**config.mk**
```make
export PLATFORM = sky130hd
export DESIGN_NAME = ovn_queue
export DESIGN_NICKNAME = d
export VERILOG_FILES = /design/src/rtl/ovn_pkg.sv /design/src/rtl/ovn_queue.sv
export VERILOG_INCLUDE_DIRS = /design/src /design/src/rtl
export SDC_FILE = /design/constraint.sdc
export NUM_CORES = 1
export LEC_CHECK = 0
export ABC_AREA = 1
export ABC_CLOCK_PERIOD_IN_PS = 2900
export BUFFER_PORTS_ARGS = -buffer_cell sky130_fd_sc_hd__buf_4
export CORE_MARGIN = 4
export CORE_UTILIZATION = 23
export CTS_BUF_LIST = sky130_fd_sc_hd__clkbuf_4
export DETAILED_ROUTE_END_ITERATION = 16
export SLEW_MARGIN = 10
export SYNTH_ARGS = -nofsm -noshare
export SYNTH_HDL_FRONTEND = slang
export SYNTH_SLANG_ARGS = --single-unit
export TNS_END_PERCENT = 10
```
**constraint.sdc**
```tcl
create_clock -name clk -period 2.9 [get_ports clk]
set_input_delay 0.435 -clock clk [delete_from_list [all_inputs] [get_ports clk]]
set_output_delay 0.435 -clock clk [all_outputs]
set_load 0.01 [all_outputs]
```
**src/rtl/octave_value_noise_2d_unit_assert.svh**
```systemverilog
// assertion macros shared by the octave value noise rtl
`ifndef OCTAVE_VALUE_NOISE_2D_UNIT_ASSERT_SVH
`define OCTAVE_VALUE_NOISE_2D_UNIT_ASSERT_SVH
`ifndef SYNTH
`define OVN_ASSERT_IMPLY(label, clk, rst, cond, prop) \
  label: assert property (@(posedge clk) disable iff (rst) (cond) |-> (prop)) \
    else $error("ovn assertion failed");
`define OVN_ASSERT_NEXT(label, clk, rst, cond, prop) \
  label: assert property (@(posedge clk) disable iff (rst) (cond) |=> (prop)) \
    else $error("ovn assertion failed");
`else
`define OVN_ASSERT_IMPLY(label, clk, rst, cond, prop)
`define OVN_ASSERT_NEXT(label, clk, rst, cond, prop)
`endif
`endif

```
**src/rtl/ovn_pkg.sv**
```systemverilog
// shared types and constants of the octave value noise unit
package ovn_pkg;

  localparam int GRID_SIZE_DEF = 64;

  localparam int COORD_W     = 6;
  localparam int SEED_W      = 16;
  localparam int OCT_COUNT_W = 3;
  localparam int OCT_BIAS_W  = 5;

  localparam int CFG_INDEX_W = 1;
  localparam int CFG_DATA_W  = 5;
  localparam logic [CFG_INDEX_W-1:0] CFG_OCTAVE_COUNT = 1'b0;
  localparam logic [CFG_INDEX_W-1:0] CFG_OCTAVE_BIAS  = 1'b1;
  localparam logic [OCT_COUNT_W-1:0] OCT_COUNT_RST = 3'd7;
  localparam logic [OCT_BIAS_W-1:0]  OCT_BIAS_RST  = 5'd2;

  // q1.16 octave weights
  localparam int WEIGHT_W = 17;
  localparam logic [WEIGHT_W-1:0] WEIGHT_ONE = 17'h10000;
  localparam int WDIV_STEP   = 4;
  localparam int WDIV_CYCLES = 5;
  localparam int WQW         = WDIV_STEP * WDIV_CYCLES;

  // weighted sums and final normalizing divide
  localparam int SUMW        = 36;
  localparam int WSUMW       = 20;
  localparam int QDIV_STEP   = 4;
  localparam int QDIV_CYCLES = SEED_W / QDIV_STEP;

  localparam int QUEUE_DEPTH = 2;
  localparam int QUEUE_PTR_W = $clog2(QUEUE_DEPTH);
  localparam int QUEUE_CNT_W = $clog2(QUEUE_DEPTH + 1);

  typedef enum logic {
    MODE_WRITE = 1'b0,
    MODE_QUERY = 1'b1
  } mode_t;

  typedef struct packed {
    mode_t               mode;
    logic [COORD_W-1:0]  coord_x;
    logic [COORD_W-1:0]  coord_y;
    logic [SEED_W-1:0]   seed_value;
  } cmd_t;

endpackage

```
**src/rtl/ovn_queue.sv**
```systemverilog
// short command queue between front and back
`include "octave_value_noise_2d_unit_assert.svh"
module ovn_queue import ovn_pkg::*; (
  input  logic clk,
  input  logic rst,
  input  logic push_valid,
  output logic push_ready,
  input  cmd_t push_cmd,
  output logic pop_valid,
  input  logic pop_ready,
  output cmd_t pop_cmd
);

  cmd_t                   entry [QUEUE_DEPTH];
  logic [QUEUE_PTR_W-1:0] wr_ptr;
  logic [QUEUE_PTR_W-1:0] rd_ptr;
  logic [QUEUE_CNT_W-1:0] count;
  logic                   push;
  logic                   pop;

  assign push_ready = count != QUEUE_CNT_W'(QUEUE_DEPTH);
  assign pop_valid  = count != '0;
  assign push       = push_valid && push_ready;
  assign pop        = pop_valid && pop_ready;
  assign pop_cmd    = entry[rd_ptr];

  always_ff @(posedge clk) begin
    if (rst) begin
      wr_ptr <= '0;
      rd_ptr <= '0;
      count  <= '0;
    end else begin
      if (push) begin
        wr_ptr <= wr_ptr + 1'b1;
      end
      if (pop) begin
        rd_ptr <= rd_ptr + 1'b1;
      end
      case ({push, pop})
        2'b10:   count <= count + 1'b1;
        2'b01:   count <= count - 1'b1;
        default: count <= count;
      endcase
    end
  end

  always_ff @(posedge clk) begin
    if (push) begin
      entry[wr_ptr] <= push_cmd;
    end
  end

  `OVN_ASSERT_IMPLY(a_full_ptrs, clk, rst, count == QUEUE_CNT_W'(QUEUE_DEPTH), wr_ptr == rd_ptr)
  `OVN_ASSERT_IMPLY(a_empty_ptrs, clk, rst, count == '0, wr_ptr == rd_ptr)
  `OVN_ASSERT_NEXT(a_push_count, clk, rst, push && !pop, count == $past(count) + 1'b1)

endmodule

```
==> reports/results.txt <==
Synth area leader - edfxtp_1
RSZ-0062 raised after global routing - false
dominant cells by area after synthesis - edfxtp_1, mux2_2, mux2_4
DRT Wirelength - 4310 um
fin nets - 235
crit-path cells - mux2_2 > buf_4
First-pass DRT Iterations - 3
Post-synth EDFFs - 58
CTS tree - done
Unique masters post-synth - 13
Most used DFF post-synth - edfxtp_1
status - finished clean
critical path required time - 2.47 ns
synth cell count leaders - edfxtp_1, mux2_2, mux2_4, nor2_1
TNS Setup - 0 ns
Max Cap Viol - 0
dpl cell area - 3020 um^2
Yosys Warn Count - 0
grt ovf - 0
fin. max-slew vios - 0
cts hold-fix bufs - 0
worst-margin pin slew - 0.824 ns
sequential fraction of the synthesis area - 77.6%
post-synth top area share - 73.3%
starting density of the core - 24.0%
Ports - 64
Die Footprint - 12,000 um^2
Worst Setup Start Kind - flip-flop
total inserted antenna cells - 0
Layout Skew - 0.0131 ns
Mapped Avg Cell Area - 18.6 um^2
die span in y - 110 um
worst-skew pair later-pin latency - 0.40 ns
pre-CTS WS - 0.973 ns
Hold Fails Final Rpt - 0
Post-Syn Nets - 162
first-pass GRT wire length - 6830 um
post-route setup slack - 0.614 ns
Post-Layout Inst Area - 3180 um^2
maximum vdd drop - 297 uV
fin util - 32.1%
Post-DRT Antenna Nets - 0
fmax - 438 MHz
fraction of layout cells with a size suffix above 1 - 54.4%
P per Cell Area - 745 nW/um^2
Area growth syn-to-layout - 34.0%
Tcrit/Tclk final - 78.8%
highest-delay cell along the critical path - dfxtp_2
Root Driver - clkbuf_4
Hold Path Class - in2reg
Post-CTS Setup Inserts - 0
core area - 9910 um^2
Wirelength per Cell - 12.7 um
die extent in x - 110 um
Period minus WS final - 2.29 ns
DP HPWL - 2820 um
1st-iter DRT viols - 53
vias per cell - 3.77
synthesized flop and latch total - 63
CTS resizes - 0
Clock Sinks - 63
vias in the first global route - 1,398
final setup fails - 0
largest net degree at the start of global routing - 30
CTS Buf Count - 9
CP Capture Type - output port
clock buffer depth - 2
Lkg Pwr - 1.21 nW
worst rel slew slack - 45.1%
initial antenna violation count - 0
Top Family by Delay on Critical Path - flip-flops
Tot GR Track Use - 7.92%
CP bufs+invs - 1
Cells after Synth - 128
gpl congestion - 0.668
most frequent cell after synthesis - edfxtp_1
Setup CP Type - reg2out
worst-path fanout max - 29
Syn Std Cell Area - 2370 um^2
via count - 1,279
CTS clk-pin slew, worst paths - 0.12 ns
H-tree Lvls - 3
Rows - 36
drt drc - 0
critical path's largest stage delay - 0.88 ns
IO Port Bufs - 63
FFs w/ async S/R, synth - 0%
critical path arrival - 1.85 ns
## state kept, by name (all words and copies together) (netlist names), named ones only
name	flops
count	2
entry	58
rd_ptr	1
wr_ptr	1
## cells by family (layout without fill, tap and decap cells)
family	Yosys count	count (layout)	synth area share (%)
flip-flops	63	63	77.6
AO/OA/AOI/OAI	5	5	1.05
AND/OR/NAND/NOR	19	19	3.11
adder cells (fa/ha/maj)	1	1	0.527
multiplexers	29	29	15.3
buffers and inverters	11	89	2.42
## power by group
group,internal [W],switching [W]
Sequential,0.00111,0.0000682
Combinational,0.000285,0.000224
Clock,0.000351,0.000332
Total,0.00175,0.000624
## metrics by stage
stage	std cells	power (W)	hold WS, ns
after floorplan	128	0.00148	0.465
after global placement	323	0.00172	0.481
after detailed placement	323	0.00173	0.487
after CTS	339	0.00243	0.163
after global routing	339	0.00252	0.147
final	339	0.00237	0.212
## worst register-to-register path, delay by kind of cell, from the launching register on
kind,cells,cell delay [ns]
DFF,1,0.37
buffers and inverters,2,0.49
and+or+nand+nor,3,0.41
## layout make-up
class                           instances  area [um^2]
Multi-Input combinational cell         54          490
Tap cell                              133          166
Sequential cell                        63         1840
Inverter                                8         30.0
Clock buffer                            9         67.6
Clock inverter                          7         96.3
Fill cell                            1017         6730
Timing Repair Buffer                   65          488
## cell usage in the layout (no fill, tap or decap), types with 2 or more instances in the layout
cell type   count
buf_4          65
edfxtp_1       58
mux2_2         19
mux2_4         10
clkbuf_4        9
inv_1           8
nand2_1         8
nor2_1          8
dfxtp_1         4
o21ai_0         3
nor2_4          2
a21oi_1         2
bufinv_16       2
clkinvlp_4      2
## routing by layer
metal	part of all wire, %	track usage [%]	up-vias
li1	-	-	622
met1	43	8.87	605
met2	47	12.2	46
met3	8.2	3.99	6
met4	1.6	4.54	0
met5	0	0	-
## path summary, 6_finish.rpt
| check | startpoint | end | slack (ns) | depth (start not counted) |
|---|---|---|---|---|
| max reg2reg | count[0] | entry[0][4] | 1.29 | 5 |
| min reg2reg | rd_ptr | flip-flop | 0.51 | 2 |
| min | push_cmd[1] | entry[0][1] | 0.21 | 1 |
| max | flip-flop | pop_cmd[17] | 0.61 | 2 |
(Power assumes the default switching activity.)
