### src/rtl/octave_value_noise_2d_unit_assert.svh
// assertion macros shared by the octave value noise rtl
`ifndef OCTAVE_VALUE_NOISE_2D_UNIT_ASSERT_SVH
`define OCTAVE_VALUE_NOISE_2D_UNIT_ASSERT_SVH
`ifndef SYNTH
`define OVN_ASSERT_IMPLY(label, clk, rst, cond, prop) \
  label: assert property (@(posedge clk) disable iff (rst) (cond) |-> (prop)) \
    else $error("ovn assertion failed");
`define OVN_ASSERT_NEXT(label, clk, rst, cond, prop) \
  label: assert property (@(posedge clk) disable iff (rst) (cond) |=> (prop)) \
    else $error("ovn assertion failed");
`else
`define OVN_ASSERT_IMPLY(label, clk, rst, cond, prop)
`define OVN_ASSERT_NEXT(label, clk, rst, cond, prop)
`endif
`endif

### src/rtl/ovn_pkg.sv
// shared types and constants of the octave value noise unit
package ovn_pkg;

  localparam int GRID_SIZE_DEF = 64;

  localparam int COORD_W     = 6;
  localparam int SEED_W      = 16;
  localparam int OCT_COUNT_W = 3;
  localparam int OCT_BIAS_W  = 5;

  localparam int CFG_INDEX_W = 1;
  localparam int CFG_DATA_W  = 5;
  localparam logic [CFG_INDEX_W-1:0] CFG_OCTAVE_COUNT = 1'b0;
  localparam logic [CFG_INDEX_W-1:0] CFG_OCTAVE_BIAS  = 1'b1;
  localparam logic [OCT_COUNT_W-1:0] OCT_COUNT_RST = 3'd7;
  localparam logic [OCT_BIAS_W-1:0]  OCT_BIAS_RST  = 5'd2;

  // q1.16 octave weights
  localparam int WEIGHT_W = 17;
  localparam logic [WEIGHT_W-1:0] WEIGHT_ONE = 17'h10000;
  localparam int WDIV_STEP   = 4;
  localparam int WDIV_CYCLES = 5;
  localparam int WQW         = WDIV_STEP * WDIV_CYCLES;

  // weighted sums and final normalizing divide
  localparam int SUMW        = 36;
  localparam int WSUMW       = 20;
  localparam int QDIV_STEP   = 4;
  localparam int QDIV_CYCLES = SEED_W / QDIV_STEP;

  localparam int QUEUE_DEPTH = 2;
  localparam int QUEUE_PTR_W = $clog2(QUEUE_DEPTH);
  localparam int QUEUE_CNT_W = $clog2(QUEUE_DEPTH + 1);

  typedef enum logic {
    MODE_WRITE = 1'b0,
    MODE_QUERY = 1'b1
  } mode_t;

  typedef struct packed {
    mode_t               mode;
    logic [COORD_W-1:0]  coord_x;
    logic [COORD_W-1:0]  coord_y;
    logic [SEED_W-1:0]   seed_value;
  } cmd_t;

endpackage

### src/rtl/ovn_stream_if.sv
// item and result channel interfaces
interface ovn_item_if import ovn_pkg::*; ();
  logic               valid;
  logic               ready;
  logic               mode;
  logic [COORD_W-1:0] coord_x;
  logic [COORD_W-1:0] coord_y;
  logic [SEED_W-1:0]  seed_value;
  modport source (output valid, mode, coord_x, coord_y, seed_value, input ready);
  modport sink (input valid, mode, coord_x, coord_y, seed_value, output ready);
endinterface


### src/rtl/ovn_front.sv
// front stage: registers incoming words and classifies them as write or query
module ovn_front import ovn_pkg::*; (
  input  logic        clk,
  input  logic        rst,
  ovn_item_if.sink    item_in,
  output logic        cmd_valid,
  output cmd_t        cmd,
  input  logic        cmd_ready
);

  assign item_in.ready = !cmd_valid || cmd_ready;

  always_ff @(posedge clk) begin
    if (rst) begin
      cmd_valid <= 1'b0;
    end else if (item_in.ready) begin
      cmd_valid <= item_in.valid;
    end
  end

  always_ff @(posedge clk) begin
    if (item_in.valid && item_in.ready) begin
      cmd.mode       <= item_in.mode ? MODE_QUERY : MODE_WRITE;
      cmd.coord_x    <= item_in.coord_x;
      cmd.coord_y    <= item_in.coord_y;
      cmd.seed_value <= item_in.seed_value;
    end
  end

endmodule

### src/flat_wrapper.sv
// flat-port wrapper written by rule: the top's interface ports become plain ports
module ovn_front_flat import ovn_pkg::*;
  (clk, rst, cmd_valid, cmd, cmd_ready, item_in_valid, item_in_mode, item_in_coord_x, item_in_coord_y, item_in_seed_value, item_in_ready);
  ovn_item_if item_in_i ();
  input  logic clk;
  input  logic rst;
  output logic cmd_valid;
  output cmd_t cmd;
  input  logic cmd_ready;
  input wire logic [$bits(item_in_i.valid)-1:0] item_in_valid;
  input wire logic [$bits(item_in_i.mode)-1:0] item_in_mode;
  input wire logic [$bits(item_in_i.coord_x)-1:0] item_in_coord_x;
  input wire logic [$bits(item_in_i.coord_y)-1:0] item_in_coord_y;
  input wire logic [$bits(item_in_i.seed_value)-1:0] item_in_seed_value;
  output wire logic [$bits(item_in_i.ready)-1:0] item_in_ready;
  assign item_in_i.valid = item_in_valid;
  assign item_in_i.mode = item_in_mode;
  assign item_in_i.coord_x = item_in_coord_x;
  assign item_in_i.coord_y = item_in_coord_y;
  assign item_in_i.seed_value = item_in_seed_value;
  assign item_in_ready = item_in_i.ready;
  ovn_front u_core (.clk(clk), .rst(rst), .item_in(item_in_i), .cmd_valid(cmd_valid), .cmd(cmd), .cmd_ready(cmd_ready));
endmodule
### config.mk
export PLATFORM = sky130hd
export DESIGN_NAME = ovn_front_flat
export DESIGN_NICKNAME = d
export VERILOG_FILES = /design/src/rtl/octave_value_noise_2d_unit_assert.svh /design/src/rtl/ovn_pkg.sv /design/src/rtl/ovn_stream_if.sv /design/src/rtl/ovn_front.sv /design/src/flat_wrapper.sv
export SDC_FILE = /design/constraint.sdc
export NUM_CORES = 1
export LEC_CHECK = 0
export ABC_AREA = 0
export BUFFER_PORTS_ARGS = -buffer_cell sky130_fd_sc_hd__buf_2
export CORE_UTILIZATION = 42
export DETAILED_ROUTE_END_ITERATION = 8
export MAX_ROUTING_LAYER = met4
export PLACE_DENSITY_LB_ADDON = 0.2
export SLEW_MARGIN = 10
export SYNTH_ARGS = -nofsm -noshare
export SYNTH_HDL_FRONTEND = slang
export SYNTH_SLANG_ARGS = --single-unit
export TNS_END_PERCENT = 10
### constraint.sdc
create_clock -name clk -period 3.5 [get_ports clk]
set_clock_uncertainty 0.2 [all_clocks]
set_input_delay 0.175 -clock clk [delete_from_list [all_inputs] [get_ports clk]]
set_output_delay 0.175 -clock clk [all_outputs]
set_load 0.005 [all_outputs]
==> flow_summary.yaml <==
outcome:
  status: "finished clean"
timing:
  finalSetupViolations: 0
  relSlewSlack: 0.764
  rsz0062_at_grt: "no"
  final_hold_viol_count: 0
  fin_crit_sh: 0.399
  slew_violations: 0
  fin_crit_ps: 1400
  fmax_mhz: 715
  finalSetupTns_ps: 0
  worst_pin_slew_ps: 355
worst_setup_path:
  crit_arrival_ps: 1460
  end_kind: "register"
  critical_path_peak_fanout: 1
  cp_slowest_cell: "dlygate4sd3_1"
  crit_type: "input pin to register"
  worstPathCellList: "dlygate4sd3_1 -> buf_2 -> a21oi_2 -> dlygate4sd3_1"
  worst_path_largest_cell_delay_ps: 540
  cp.required_ps: 3570
  cp_common_cell: "dlygate4sd3_1"
  cp-start-kind: "input pin"
synthesis:
  synth_mux_area_frac: 0
  ys_seq_area_frac: 0.962
  synth.most_common_cell: "edfxtp_1"
  netlist_area_um2: 926
  synth_cell_types: 6
  synth_top_family_by_area: "simple AND/OR/NAND/NOR gates"
  synthSimpleGateAreaFrac: 0.0243
  async_reset_ff_frac: 0
  synth_fa_ha_area_frac: 0
  synth_compound_area_frac: 0.00946
  yosys_most_used_dff: "edfxtp_1"
  synth_cells: 34
  synth_nets: 67
  synth-seq-cells: 30
  synth_xor_area_frac: 0
  synth.area.top_cells: "edfxtp_1, dfxtp_1, nand2b_4"
  synth_top_area_cell: "edfxtp_1"
  synth_top_cell_area_share: 0.941
  yosysWarnings: 0
  post_synth.cell_area_avg_um2: 27.2
  synth-edff-count: 29
cts:
  cts-buffers-inserted: 5
  post_cts_buffers: 0
  clock_latency_ps: 320
  cts_resized: 0
  clkSinkCount: 30
  cts_tree: "yes"
  ctsRootBufferMaster: "clkbuf_4"
  path_clk_slew_ps: 90
  cts_max_level: 2
  ctsHoldBuffers: 31
  cts_buffer_depth: 2
power:
  p_leak_nw: 0.716
  powerDensity_nw_per_um2: 422
  ir_drop_mv: 0.381
floorplan:
  coreArea_um2: 2020
  ios: 64
  start_util: 0.458
  rows: 16
  die_area_um2: 2400
  die_x_um: 49.0
  die_h_um: 49.0
routing:
  wirelength_mm: 1.99
  drc: 0
  viasPerCell: 4.34
  drt-initial-drc-count: 12
  firstDrtPassIters: 4
  wl_per_cell_um: 12.2
  drtAntennaViolNets: 0
  dr_total_vias: 708
layout:
  fin_nets: 168
  syn_to_final_growth_pct: 76.6
  layout-drive-gt1-share: 0.529
  fillers: 107
  design_area_um2: 1640
  diodes: 0
global_routing:
  grt_pass1_wl_mm: 2.95
  grt_max_degree: 30
  antenna_found_initial: 0
  grt_overflow_total: 0
  grt_pass1_vias: 714
  grt_use_total: 0.188
placed_design:
  port_buffers: 63
  gp_congestion: 0.700
  place_area_um2: 1270
hold_path:
  min_path_type: "input pin to register"
run:
  maxCapViolCount: 0
## worst max-delay path: cells and delay by family
family                 cells  cell delay, ps
buffers and inverters      3            1210
AO/OA/AOI/OAI              1              80
## stage by stage
step                      std cells  utilization  setup slack, ps  hold slack, ps  total power [mW]
after global routing            163        0.809             2080             196             0.719
after global placement          124        0.631             2200             138             0.481
after floorplan                  34            -             2230            37.4             0.444
after detailed placement        124        0.631             2180             138             0.482
after CTS                       163        0.809             2130             198             0.687
final                           163        0.809             2100             198             0.690
## worst paths after layout
kind | start | endpoint | slack (ps) | cells past startpoint
hold reg to reg | u_core.cmd_valid | u_core.cmd[15] | 710 | 2
setup / recovery | rst | u_core.cmd_valid | 2100 | 4
hold / removal | item_in_valid | u_core.cmd[15] | 200 | 2
setup reg to reg | u_core.cmd_valid | u_core.cmd_valid | 2140 | 3
## state kept, by name (all words and copies together), names as in the netlist
register,count
u_core.cmd,29
u_core.cmd_valid,1
## cell type report
type                       count  area (µm²)  area share
timing repair buffer          94         626       0.383
clock inverter                 2        8.76     0.00536
clock buffer                   6        41.3      0.0252
multi-input combinational      3        31.3      0.0191
inverter                       1        3.75     0.00230
tap                           27        33.8      0.0207
sequential                    30         891       0.545
## layout by cell type, fill, tap and decap left out, drive strengths merged
cell,n
clkinv,2
a21oi,1
buf,63
edfxtp,29
and2,1
clkbuf,6
inv,1
dfxtp,1
nand2b,1
dlygate4sd3,31
## power by group
group | total, mW | internal, mW | switching, mW
Sequential | 0.423 | 0.418 | 0.00500
Clock | 0.188 | 0.0753 | 0.113
Combinational | 0.0783 | 0.0501 | 0.0282
Total | 0.690 | 0.543 | 0.146
## logic make-up after synthesis
group | after synthesis
buf+inv | 1
simple gates | 2
compound gates | 1
flops | 30
## routing by layer
layer	share of wire	vias to the layer above	global-route usage
li1	-	334	-
met1	0.34	320	0.163
met2	0.54	44	0.329
met3	0.077	10	0.0841
met4	0.042	0	0.108
met5	0	-	-
Note: power is estimated with default switching activity, not from simulation.
